$ cat src/design/cube_map_texel_address_top_macros.svh
// assertion macros used by the top-level design file
`ifndef CUBE_MAP_TEXEL_ADDRESS_TOP_MACROS_SVH
`define CUBE_MAP_TEXEL_ADDRESS_TOP_MACROS_SVH

`ifndef NO_ASSERTIONS

`define CMTA_ASSERT_RST(name, prop, msg) \
  name: assert property (@(posedge clk_i) disable iff (!rst_ni) prop) else $error(msg);

`define CMTA_ASSERT_ALWAYS(name, prop, msg) \
  name: assert property (@(posedge clk_i) prop) else $error(msg);

`else

`define CMTA_ASSERT_RST(name, prop, msg)

`define CMTA_ASSERT_ALWAYS(name, prop, msg)

`endif

`endif

$ cat src/design/cmta_pkg.sv
package cmta_pkg;

  localparam int unsigned DirW        = 16;
  localparam int unsigned SizeW       = 12;
  localparam int unsigned IdxW        = 11;
  localparam int unsigned FracW       = 8;
  localparam int unsigned MaxFaceSize = 2048;
  localparam logic [SizeW-1:0] FaceSizeReset = SizeW'(256);

  // magnitude of a component, up to 2^(DirW-1)
  localparam int unsigned MagW = DirW;
  // minor component plus major magnitude, 0 .. 2*ama
  localparam int unsigned OffW = DirW + 1;
  // divisor 2*ama
  localparam int unsigned DenW = MagW + 1;
  // offset times face size
  localparam int unsigned NumW = OffW + SizeW;
  // quotient: index bits, one spare for the clamp case, fraction bits
  localparam int unsigned QuoW = IdxW + FracW + 1;

  typedef enum logic [1:0] {
    AxisX,
    AxisY,
    AxisZ
  } axis_e;

  typedef enum logic [2:0] {
    FacePosX,
    FaceNegX,
    FacePosY,
    FaceNegY,
    FacePosZ,
    FaceNegZ
  } face_e;

  typedef struct packed {
    face_e face;
    logic  zero;
  } tag_t;

  typedef struct packed {
    logic [OffW-1:0] off_s;
    logic [OffW-1:0] off_t;
    logic [MagW-1:0] ama;
    tag_t            tag;
  } coord_t;

  typedef struct packed {
    logic [NumW-1:0] num_s;
    logic [NumW-1:0] num_t;
    logic [DenW-1:0] den;
    tag_t            tag;
  } quot_in_t;

  typedef struct packed {
    logic [QuoW-1:0] q_s;
    logic [QuoW-1:0] q_t;
    tag_t            tag;
  } quot_out_t;

  function automatic logic [SizeW-1:0] clamp_size(logic [SizeW-1:0] raw);
    logic [SizeW-1:0] r;
    if (raw == '0) begin
      r = SizeW'(1);
    end else if (raw > SizeW'(MaxFaceSize)) begin
      r = SizeW'(MaxFaceSize);
    end else begin
      r = raw;
    end
    return r;
  endfunction

endpackage

$ cat src/design/cmta_face_sel.sv
module cmta_face_sel (
  input  logic                              clk_i,
  input  logic                              rst_ni,
  input  logic                              valid_i,
  input  logic [cmta_pkg::DirW-1:0]         dir_x_i,
  input  logic [cmta_pkg::DirW-1:0]         dir_y_i,
  input  logic [cmta_pkg::DirW-1:0]         dir_z_i,
  output logic                              valid_o,
  output cmta_pkg::coord_t                  coord_o
);

  function automatic logic [cmta_pkg::MagW-1:0] magn(logic [cmta_pkg::DirW-1:0] v);
    logic [cmta_pkg::DirW-1:0] n;
    n = ~v + cmta_pkg::DirW'(1);
    return v[cmta_pkg::DirW-1] ? cmta_pkg::MagW'(n) : cmta_pkg::MagW'(v);
  endfunction

  // gl axes: x <- dir_y, y <- dir_z, z <- dir_x
  logic [cmta_pkg::DirW-1:0] g [3];
  assign g[0] = dir_y_i;
  assign g[1] = dir_z_i;
  assign g[2] = dir_x_i;

  // stage a: magnitudes and major axis
  logic [cmta_pkg::MagW-1:0] a0, a1, a2;
  logic [cmta_pkg::MagW-1:0] ama_d;
  cmta_pkg::axis_e           axis_d;
  logic                      neg_d;
  logic                      zero_d;

  always_comb begin
    a0 = magn(g[0]);
    a1 = magn(g[1]);
    a2 = magn(g[2]);
    axis_d = cmta_pkg::AxisX;
    ama_d  = a0;
    neg_d  = g[0][cmta_pkg::DirW-1];
    if (a1 > a0) begin
      axis_d = cmta_pkg::AxisY;
      ama_d  = a1;
      neg_d  = g[1][cmta_pkg::DirW-1];
    end
    if (a2 > ama_d) begin
      axis_d = cmta_pkg::AxisZ;
      ama_d  = a2;
      neg_d  = g[2][cmta_pkg::DirW-1];
    end
    zero_d = (a0 == '0) && (a1 == '0) && (a2 == '0);
  end

  logic                      vld_a_q;
  logic [cmta_pkg::DirW-1:0] g_a_q [3];
  logic [cmta_pkg::MagW-1:0] ama_a_q;
  cmta_pkg::axis_e           axis_a_q;
  logic                      neg_a_q;
  logic                      zero_a_q;

  always_ff @(posedge clk_i or negedge rst_ni) begin
    if (!rst_ni) begin
      vld_a_q <= 1'b0;
    end else begin
      vld_a_q <= valid_i;
    end
  end

  always_ff @(posedge clk_i) begin
    g_a_q    <= g;
    ama_a_q  <= ama_d;
    axis_a_q <= axis_d;
    neg_a_q  <= neg_d;
    zero_a_q <= zero_d;
  end

  // stage b: face, minor components, offsets
  logic [cmta_pkg::OffW-1:0] e0, e1, e2;
  logic [cmta_pkg::OffW-1:0] sc, tc;
  cmta_pkg::face_e           face_d;
  cmta_pkg::coord_t          coord_d;

  always_comb begin
    e0 = {g_a_q[0][cmta_pkg::DirW-1], g_a_q[0]};
    e1 = {g_a_q[1][cmta_pkg::DirW-1], g_a_q[1]};
    e2 = {g_a_q[2][cmta_pkg::DirW-1], g_a_q[2]};
    unique case (axis_a_q)
      cmta_pkg::AxisX: face_d = neg_a_q ? cmta_pkg::FaceNegX : cmta_pkg::FacePosX;
      cmta_pkg::AxisY: face_d = neg_a_q ? cmta_pkg::FaceNegY : cmta_pkg::FacePosY;
      cmta_pkg::AxisZ: face_d = neg_a_q ? cmta_pkg::FaceNegZ : cmta_pkg::FacePosZ;
      default:         face_d = cmta_pkg::FacePosX;
    endcase
    unique case (face_d)
      cmta_pkg::FacePosX: begin
        sc = '0 - e2;
        tc = '0 - e1;
      end
      cmta_pkg::FaceNegX: begin
        sc = e2;
        tc = '0 - e1;
      end
      cmta_pkg::FacePosY: begin
        sc = e0;
        tc = e2;
      end
      cmta_pkg::FaceNegY: begin
        sc = e0;
        tc = '0 - e2;
      end
      cmta_pkg::FacePosZ: begin
        sc = e0;
        tc = '0 - e1;
      end
      cmta_pkg::FaceNegZ: begin
        sc = '0 - e0;
        tc = '0 - e1;
      end
      default: begin
        sc = '0;
        tc = '0;
      end
    endcase
    coord_d.off_s    = sc + cmta_pkg::OffW'(ama_a_q);
    coord_d.off_t    = tc + cmta_pkg::OffW'(ama_a_q);
    coord_d.ama      = ama_a_q;
    coord_d.tag.face = face_d;
    coord_d.tag.zero = zero_a_q;
  end

  logic             vld_b_q;
  cmta_pkg::coord_t coord_q;

  always_ff @(posedge clk_i or negedge rst_ni) begin
    if (!rst_ni) begin
      vld_b_q <= 1'b0;
    end else begin
      vld_b_q <= vld_a_q;
    end
  end

  always_ff @(posedge clk_i) begin
    coord_q <= coord_d;
  end

  assign valid_o = vld_b_q;
  assign coord_o = coord_q;

endmodule

$ cat src/design/cmta_scale.sv
module cmta_scale (
  input  logic                       clk_i,
  input  logic                       rst_ni,
  input  logic                       valid_i,
  input  cmta_pkg::coord_t           coord_i,
  input  logic [cmta_pkg::SizeW-1:0] size_i,
  output logic                       valid_o,
  output cmta_pkg::quot_in_t         op_o
);

  cmta_pkg::quot_in_t op_d;
  cmta_pkg::quot_in_t op_q;
  logic               vld_q;

  // offset times face size, divisor 2*ama
  always_comb begin
    op_d.num_s = cmta_pkg::NumW'(coord_i.off_s) * cmta_pkg::NumW'(size_i);
    op_d.num_t = cmta_pkg::NumW'(coord_i.off_t) * cmta_pkg::NumW'(size_i);
    op_d.den   = {coord_i.ama, 1'b0};
    op_d.tag   = coord_i.tag;
  end

  always_ff @(posedge clk_i or negedge rst_ni) begin
    if (!rst_ni) begin
      vld_q <= 1'b0;
    end else begin
      vld_q <= valid_i;
    end
  end

  always_ff @(posedge clk_i) begin
    op_q <= op_d;
  end

  assign valid_o = vld_q;
  assign op_o    = op_q;

endmodule

$ cat src/design/cmta_div.sv
module cmta_div (
  input  logic                clk_i,
  input  logic                rst_ni,
  input  logic                valid_i,
  input  cmta_pkg::quot_in_t  op_i,
  output logic                valid_o,
  output cmta_pkg::quot_out_t res_o
);

  localparam int unsigned Steps = cmta_pkg::QuoW;
  localparam int unsigned LowW  = cmta_pkg::QuoW - cmta_pkg::FracW;

  // qd holds the dividend bits still to come and shifts quotient bits in
  typedef struct packed {
    logic [cmta_pkg::DenW-1:0] rem_s;
    logic [cmta_pkg::QuoW-1:0] qd_s;
    logic [cmta_pkg::DenW-1:0] rem_t;
    logic [cmta_pkg::QuoW-1:0] qd_t;
    logic [cmta_pkg::DenW-1:0] den;
    cmta_pkg::tag_t            tag;
  } div_st_t;

  function automatic div_st_t div_step(div_st_t s);
    logic [cmta_pkg::DenW:0] ts;
    logic [cmta_pkg::DenW:0] tt;
    logic [cmta_pkg::DenW:0] dd;
    logic                    ges;
    logic                    get;
    div_st_t                 r;
    r   = s;
    dd  = {1'b0, s.den};
    ts  = {s.rem_s, s.qd_s[cmta_pkg::QuoW-1]};
    tt  = {s.rem_t, s.qd_t[cmta_pkg::QuoW-1]};
    ges = ts >= dd;
    get = tt >= dd;
    r.rem_s = ges ? cmta_pkg::DenW'(ts - dd) : cmta_pkg::DenW'(ts);
    r.rem_t = get ? cmta_pkg::DenW'(tt - dd) : cmta_pkg::DenW'(tt);
    r.qd_s  = {s.qd_s[cmta_pkg::QuoW-2:0], ges};
    r.qd_t  = {s.qd_t[cmta_pkg::QuoW-2:0], get};
    return r;
  endfunction

  // upper dividend bits are already below the divisor
  div_st_t init;
  always_comb begin
    init.rem_s = op_i.num_s[cmta_pkg::NumW-1 -: cmta_pkg::DenW];
    init.rem_t = op_i.num_t[cmta_pkg::NumW-1 -: cmta_pkg::DenW];
    init.qd_s  = {op_i.num_s[LowW-1:0], {cmta_pkg::FracW{1'b0}}};
    init.qd_t  = {op_i.num_t[LowW-1:0], {cmta_pkg::FracW{1'b0}}};
    init.den   = op_i.den;
    init.tag   = op_i.tag;
  end

  div_st_t st_q  [Steps];
  logic    vld_q [Steps];

  for (genvar k = 0; k < Steps; k++) begin : g_stage
    div_st_t src;
    logic    src_v;
    if (k == 0) begin : g_first
      assign src   = init;
      assign src_v = valid_i;
    end else begin : g_rest
      assign src   = st_q[k-1];
      assign src_v = vld_q[k-1];
    end

    always_ff @(posedge clk_i or negedge rst_ni) begin
      if (!rst_ni) begin
        vld_q[k] <= 1'b0;
      end else begin
        vld_q[k] <= src_v;
      end
    end

    always_ff @(posedge clk_i) begin
      st_q[k] <= div_step(src);
    end
  end

  assign valid_o   = vld_q[Steps-1];
  assign res_o.q_s = st_q[Steps-1].qd_s;
  assign res_o.q_t = st_q[Steps-1].qd_t;
  assign res_o.tag = st_q[Steps-1].tag;

endmodule

$ cat src/design/cube_map_texel_address_top.sv
// Cube map texel addressing. A direction (dir_x_i, dir_y_i, dir_z_i, signed
// Q1.14, z-up axes) is taken at every rising edge where start is high; busy
// is never raised, so one item can enter on every clock. The result (face,
// bilinear texel indices, 8-bit fractions, zero-direction flag) is on the
// outputs for exactly one cycle with done_o high; it must be captured then:
// the block has no way to hold a result. The depth is set by the two-lane
// restoring divider, 20 stages with one quotient bit per stage, behind three
// stages of face selection and scaling and ahead of one output register.
// face_size is written through the cfg channel, which is always ready; write
// it only while no item is in flight. A size of 0 acts as 1 and sizes above
// 2048 act as 2048.
`include "cube_map_texel_address_top_macros.svh"

module cube_map_texel_address_top (
  input  logic                       clk_i,
  input  logic                       rst_ni,
  input  logic                       start,
  output logic                       busy,
  input  logic [cmta_pkg::DirW-1:0]  dir_x_i,
  input  logic [cmta_pkg::DirW-1:0]  dir_y_i,
  input  logic [cmta_pkg::DirW-1:0]  dir_z_i,
  input  logic                       cfg_valid_i,
  output logic                       cfg_ready_o,
  input  logic [cmta_pkg::SizeW-1:0] cfg_data_i,
  output logic                       done_o,
  output logic [2:0]                 face_o,
  output logic [cmta_pkg::IdxW-1:0]  tex_x0_o,
  output logic [cmta_pkg::IdxW-1:0]  tex_x1_o,
  output logic [cmta_pkg::IdxW-1:0]  tex_y0_o,
  output logic [cmta_pkg::IdxW-1:0]  tex_y1_o,
  output logic [cmta_pkg::FracW-1:0] frac_x_o,
  output logic [cmta_pkg::FracW-1:0] frac_y_o,
  output logic                       zero_direction_o
);

  localparam int unsigned Latency = cmta_pkg::QuoW + 4;
  localparam int unsigned TopW    = cmta_pkg::QuoW - cmta_pkg::FracW;

  assign busy        = 1'b0;
  assign cfg_ready_o = 1'b1;

  logic accept;
  assign accept = start && !busy;

  // face size register
  logic [cmta_pkg::SizeW-1:0] face_size_q;
  logic [cmta_pkg::SizeW-1:0] size_eff;
  logic [cmta_pkg::IdxW-1:0]  last;

  always_ff @(posedge clk_i or negedge rst_ni) begin
    if (!rst_ni) begin
      face_size_q <= cmta_pkg::FaceSizeReset;
    end else if (cfg_valid_i && cfg_ready_o) begin
      face_size_q <= cfg_data_i;
    end
  end

  assign size_eff = cmta_pkg::clamp_size(face_size_q);
  assign last     = cmta_pkg::IdxW'(size_eff - cmta_pkg::SizeW'(1));

  logic                v_sel;
  cmta_pkg::coord_t    coord;
  logic                v_scl;
  cmta_pkg::quot_in_t  op;
  logic                v_div;
  cmta_pkg::quot_out_t res;

  cmta_face_sel u_face_sel (
    .clk_i   (clk_i),
    .rst_ni  (rst_ni),
    .valid_i (accept),
    .dir_x_i (dir_x_i),
    .dir_y_i (dir_y_i),
    .dir_z_i (dir_z_i),
    .valid_o (v_sel),
    .coord_o (coord)
  );

  cmta_scale u_scale (
    .clk_i   (clk_i),
    .rst_ni  (rst_ni),
    .valid_i (v_sel),
    .coord_i (coord),
    .size_i  (size_eff),
    .valid_o (v_scl),
    .op_o    (op)
  );

  cmta_div u_div (
    .clk_i   (clk_i),
    .rst_ni  (rst_ni),
    .valid_i (v_scl),
    .op_i    (op),
    .valid_o (v_div),
    .res_o   (res)
  );

  // index clamp and upper neighbor
  logic [TopW-1:0]             ix, iy;
  logic [cmta_pkg::IdxW-1:0]   x0_d, x1_d, y0_d, y1_d;
  logic [cmta_pkg::FracW-1:0]  fx_d, fy_d;
  logic [2:0]                  face_d;

  always_comb begin
    ix   = res.q_s[cmta_pkg::QuoW-1:cmta_pkg::FracW];
    iy   = res.q_t[cmta_pkg::QuoW-1:cmta_pkg::FracW];
    x0_d = (ix > TopW'(last)) ? last : cmta_pkg::IdxW'(ix);
    y0_d = (iy > TopW'(last)) ? last : cmta_pkg::IdxW'(iy);
    x1_d = (x0_d == last) ? last : x0_d + cmta_pkg::IdxW'(1);
    y1_d = (y0_d == last) ? last : y0_d + cmta_pkg::IdxW'(1);
    fx_d = res.q_s[cmta_pkg::FracW-1:0];
    fy_d = res.q_t[cmta_pkg::FracW-1:0];
    face_d = res.tag.face;
    if (res.tag.zero) begin
      x0_d   = '0;
      x1_d   = '0;
      y0_d   = '0;
      y1_d   = '0;
      fx_d   = '0;
      fy_d   = '0;
      face_d = '0;
    end
  end

  logic                       done_q;
  logic [2:0]                 face_q;
  logic [cmta_pkg::IdxW-1:0]  x0_q, x1_q, y0_q, y1_q;
  logic [cmta_pkg::FracW-1:0] fx_q, fy_q;
  logic                       zero_q;

  always_ff @(posedge clk_i or negedge rst_ni) begin
    if (!rst_ni) begin
      done_q <= 1'b0;
    end else begin
      done_q <= v_div;
    end
  end

  always_ff @(posedge clk_i) begin
    face_q <= face_d;
    x0_q   <= x0_d;
    x1_q   <= x1_d;
    y0_q   <= y0_d;
    y1_q   <= y1_d;
    fx_q   <= fx_d;
    fy_q   <= fy_d;
    zero_q <= res.tag.zero;
  end

  assign done_o           = done_q;
  assign face_o           = face_q;
  assign tex_x0_o         = x0_q;
  assign tex_x1_o         = x1_q;
  assign tex_y0_o         = y0_q;
  assign tex_y1_o         = y1_q;
  assign frac_x_o         = fx_q;
  assign frac_y_o         = fy_q;
  assign zero_direction_o = zero_q;

  `CMTA_ASSERT_RST(a_done_has_item, done_o |-> $past(accept, Latency), "result without an accepted item")
  `CMTA_ASSERT_RST(a_zero_clean, done_o && zero_direction_o |-> face_o == '0 && tex_x0_o == '0 && tex_x1_o == '0 && tex_y0_o == '0 && tex_y1_o == '0 && frac_x_o == '0 && frac_y_o == '0, "zero direction with nonzero fields")
  `CMTA_ASSERT_RST(a_neighbor, done_o |-> (tex_x1_o == tex_x0_o || tex_x1_o == tex_x0_o + cmta_pkg::IdxW'(1)) && (tex_y1_o == tex_y0_o || tex_y1_o == tex_y0_o + cmta_pkg::IdxW'(1)), "upper neighbor not next to lower index")
  `CMTA_ASSERT_RST(a_cfg_write, cfg_valid_i && cfg_ready_o |=> face_size_q == $past(cfg_data_i), "face size write lost")
  `CMTA_ASSERT_ALWAYS(a_reset_quiet, !rst_ni |=> !done_o, "result strobe right after reset")

endmodule

$ cat config.mk
export PLATFORM = sky130hd
export DESIGN_NAME = cube_map_texel_address_top
export DESIGN_NICKNAME = d
export VERILOG_FILES = /design/src/design/cmta_pkg.sv /design/src/design/cmta_face_sel.sv /design/src/design/cmta_scale.sv /design/src/design/cmta_div.sv /design/src/design/cube_map_texel_address_top.sv
export VERILOG_INCLUDE_DIRS = /design/src /design/src/design
export SDC_FILE = /design/constraint.sdc
export NUM_CORES = 2
export LEC_CHECK = 0
export BUFFER_PORTS_ARGS = -buffer_cell sky130_fd_sc_hd__buf_2
export CAP_MARGIN = 40
export CORE_ASPECT_RATIO = 0.9
export CORE_MARGIN = 5
export CORE_UTILIZATION = 55
export DETAILED_ROUTE_END_ITERATION = 8
export PLACE_DENSITY = 0.71
export SKIP_LAST_GASP = 1
export SYNTH_ARGS = -nofsm -noshare
export SYNTH_HDL_FRONTEND = slang
export SYNTH_HIERARCHICAL = 1
export SYNTH_SLANG_ARGS = --single-unit
export TNS_END_PERCENT = 100
$ cat constraint.sdc
create_clock -name clk_i -period 18.6 [get_ports clk_i]
set_input_delay 2.79 -clock clk_i [delete_from_list [all_inputs] [get_ports clk_i]]
set_output_delay 2.79 -clock clk_i [all_outputs]
set_load 0.05 [all_outputs]
==> flow_metrics.tcl <==
set metrics [dict create \
    initial_utilization_pct 55.1 \
    synth_ff_type "dfxtp_1" \
    rr_startpoint "face_size_q[11]" \
    finalCriticalPeriod_ps 8250 \
    ctsHtreeMaxLevel 4 \
    place_ws_ps 9640 \
    clk_pin_slew_ps 60 \
    place_congestion 0.941 \
    wl_per_cell_um 19.4 \
    vias_per_cell 5.60 \
    cts_hold_buf 0 \
    worst_pin_slew_ps 924 \
    hold-worst-slack_ps 257 \
    cts-resized-gates 0 \
    worstPathCellList "buf_2 -> or4_1 -> nor4_1 -> inv_1 -> nor4_1 -> buf_2 -> ha_1 -> nand4_1 -> nor2_1 -> nand3_1 -> or3_1 -> o31ai_4 -> buf_4 -> mux2_2 -> ha_1 -> nand4_1 -> o21ai_0 -> o221a_2 -> o21ai_0 -> a31oi_2 -> buf_4 -> mux2_2" \
    min_from "u_div/st_q[1][61]" \
    cp_top_family "simple AND/OR/NAND/NOR gates" \
    worst_skew_pair.late_latency_ps 870 \
    num_io_pins 131 \
    hold_viol 0 \
    yosys_register_bits 1901 \
    first_global_vias 73000 \
    dieHeight_um 411 \
    synth_top_area_share_pct 38.1 \
    hold_path_class "reg2reg" \
    gr-total-overflow 0 \
    reg2reg_slack_ps 10950 \
    violations "antenna violations" \
    drtAntennaViolNets 1 \
    die_w_um 455 \
    synthCells 10300 \
    final.setup.tns_ps 0 \
    core_um2 178000 \
    min_path_cells 0 \
    drv_cap 0 \
    maxClockFrequency_mhz 121 \
    clockRootBuffer "clkbuf_16" \
    start_kind "primary input" \
    grt_use_total_pct 26.4 \
    setup_viol 0 \
    multi_input_area_um2 55000 \
    core.rowCount 147 \
    fin_ws_ps 10350 \
    synthesis.area_um2 98100 \
    cts_tree "yes" \
    dpl.hpwl_mm 198 \
    grt_max_degree 63 \
    end_kind "flip-flop" \
    postSynthAreaPerCell_um2 9.55 \
    status "complete, but fails checks" \
    antenna_found_initial 4 \
    cts_sinks 1901 \
    synth_edf_count 0 \
    clk_path_buf_depth 3 \
    synth_cell_types 123 \
    critPathRequiredTime_ps 19330 \
    fillers 15100 \
    numCtsBuffers 190 \
    final_nets 11700 \
    path_max_fanout 17 \
    rsz0062_at_grt "no" \
    first_pass_iters 6 \
    synth.area.top_cells "dfxtp_1, ha_1, fa_1" \
    postCtsSetupBuffers 0 \
    timing.rr.end "u_scale/op_o[47]" \
    r2r_cells 25 \
    port_buffers 128 \
    vias 72500 \
    grt_pass1_wl_mm 396 \
    arrival_ps 8970 \
    yosys.area.top_type "dfxtp_1" \
    seqCellArea_um2 38200 \
    relSlewSlack_pct 38.4 \
    crit_buf_inv 5 \
    syn_to_final_growth_pct 10.4 \
    min_to "u_div/st_q[1][157]" \
    synthArstFlopShare_pct 1.89 \
    skew_ps 79.6 \
    slowest_delay_ps 720 \
    path_class "in2reg" \
    drtIter0Drc 5062 \
    wl_mm 251 \
    crit_path_top_delay_cell "a31oi_2" \
    drive_gt1_share_pct 8.97 \
    fin_crit_sh_pct 44.3 \
    dieArea_um2 187000 \
    synth-seq-area-share_pct 39.0 \
    drcViolationCount 0 \
    slew_violations 0 \
    yosys_warnings 6 \
    syn_nets 11600 \
]
cell type report:
type | count | area share [%]
timing repair buffer | 186 | 1.10
antenna | 8 | 0.0185
clock buffer | 239 | 4.88
tap | 2384 | 2.75
clock inverter | 116 | 1.63
inverter | 1001 | 3.47
multi-input combinational | 7111 | 50.8
sequential | 1901 | 35.3
worst max path at each step:
stage	depth (start not counted)	start	to
3_3_place_gp	21	dir_z_i[9]	u_face_sel/neg_a_q
4_1_cts	22	dir_z_i[9]	u_face_sel/neg_a_q
5_1_grt	22	dir_z_i[9]	u_face_sel/neg_a_q
2_1_floorplan	20	dir_z_i[5]	u_face_sel/ama_a_q[10]
6_report	22	dir_z_i[9]	u_face_sel/neg_a_q
3_5_place_dp	22	dir_z_i[9]	u_face_sel/neg_a_q
state kept, by name, indices dropped and copies added (netlist names), 11 cells and up:
name / count
tex_y1_o: 11
u_face_sel/e0: 16
u_face_sel/e1: 16
tex_y0_o: 11
u_scale/op_o: 78
tex_x1_o: 11
tex_x0_o: 11
u_face_sel/coord_o: 54
u_face_sel/ama_a_q: 16
u_div/st_q: 1601
face_size_q: 12
u_face_sel/e2: 16
u_div/g_stage.src_v: 19
cell usage in the layout (no fill, tap or decap), drive strengths merged, types with 48 or more instances in the layout:
| cell | netlist | routed |
|---|---|---|
| nand2b | 121 | 121 |
| ha | 902 | 902 |
| nor2b | 134 | 134 |
| a211oi | 107 | 107 |
| nand2 | 841 | 841 |
| nor2 | 616 | 616 |
| and2 | 165 | 165 |
| fa | 340 | 340 |
| o21ai | 631 | 631 |
| o21bai | 72 | 72 |
| nor3 | 139 | 139 |
| clkbuf | 174 | 239 |
| o21a | 105 | 105 |
| a21oi | 694 | 694 |
| o31ai | 79 | 79 |
| xnor2 | 400 | 400 |
| o211ai | 48 | 48 |
| nand3 | 113 | 113 |
| dfxtp | 1865 | 1865 |
| nand4 | 114 | 114 |
| xor2 | 269 | 269 |
| clkinv | 3 | 60 |
| mux2 | 283 | 283 |
| inv | 998 | 1008 |
| a21o | 237 | 237 |
| a31oi | 107 | 107 |
| buf | 82 | 184 |
| mux2i | 59 | 59 |
metrics by stage:
step                      area [um2]  util (%)  cells
after floorplan                98100         -  10300
after global placement        101000      56.8  12600
after detailed placement      101000      56.9  12600
after CTS                     108000      60.9  12900
after global routing          108000      60.9  12900
final                         108000      60.9  12900
kinds of logic after synthesis:
group                      share of synthesized area [%]
AOI/OAI and AO/OA                                   15.4
other                                             0.0115
muxes                                               3.94
xor gates and xnor gates                            5.97
buffers and inverters                               5.01
DFF                                                 39.0
adders and majority gates                           18.4
and+or+nand+nor                                     12.2
per-layer routing:
metal | GRT usage (%) | wire length [um]
met5 | 0 | 16
met4 | 10.9 | 11000
met3 | 3.38 | 10300
met2 | 48.0 | 127000
met1 | 31.4 | 103000
synth_stat cells (21+ instances only):
cell,n
dfxtp_1,1865
inv_1,996
ha_1,902
nand2_1,840
a21oi_1,684
nor2_1,614
o21ai_0,609
xnor2_1,400
fa_1,340
xor2_1,269
mux2_2,257
a21o_1,237
clkbuf_1,174
and2_1,165
nor3_1,135
nor2b_1,134
nand2b_1,121
nand4_1,114
nand3_1,111
a31oi_1,105
o21a_1,105
a211oi_1,96
o21bai_1,72
o31ai_1,71
mux2i_1,59
o211ai_1,46
and3_1,45
or3_1,45
buf_2,44
o31a_1,41
dfrtp_1,35
nor4_1,33
or2_2,21
Power is left out: the tool's default activity adds up to more than one toggle a clock period on the data nets, which glitch-free logic cannot reach.
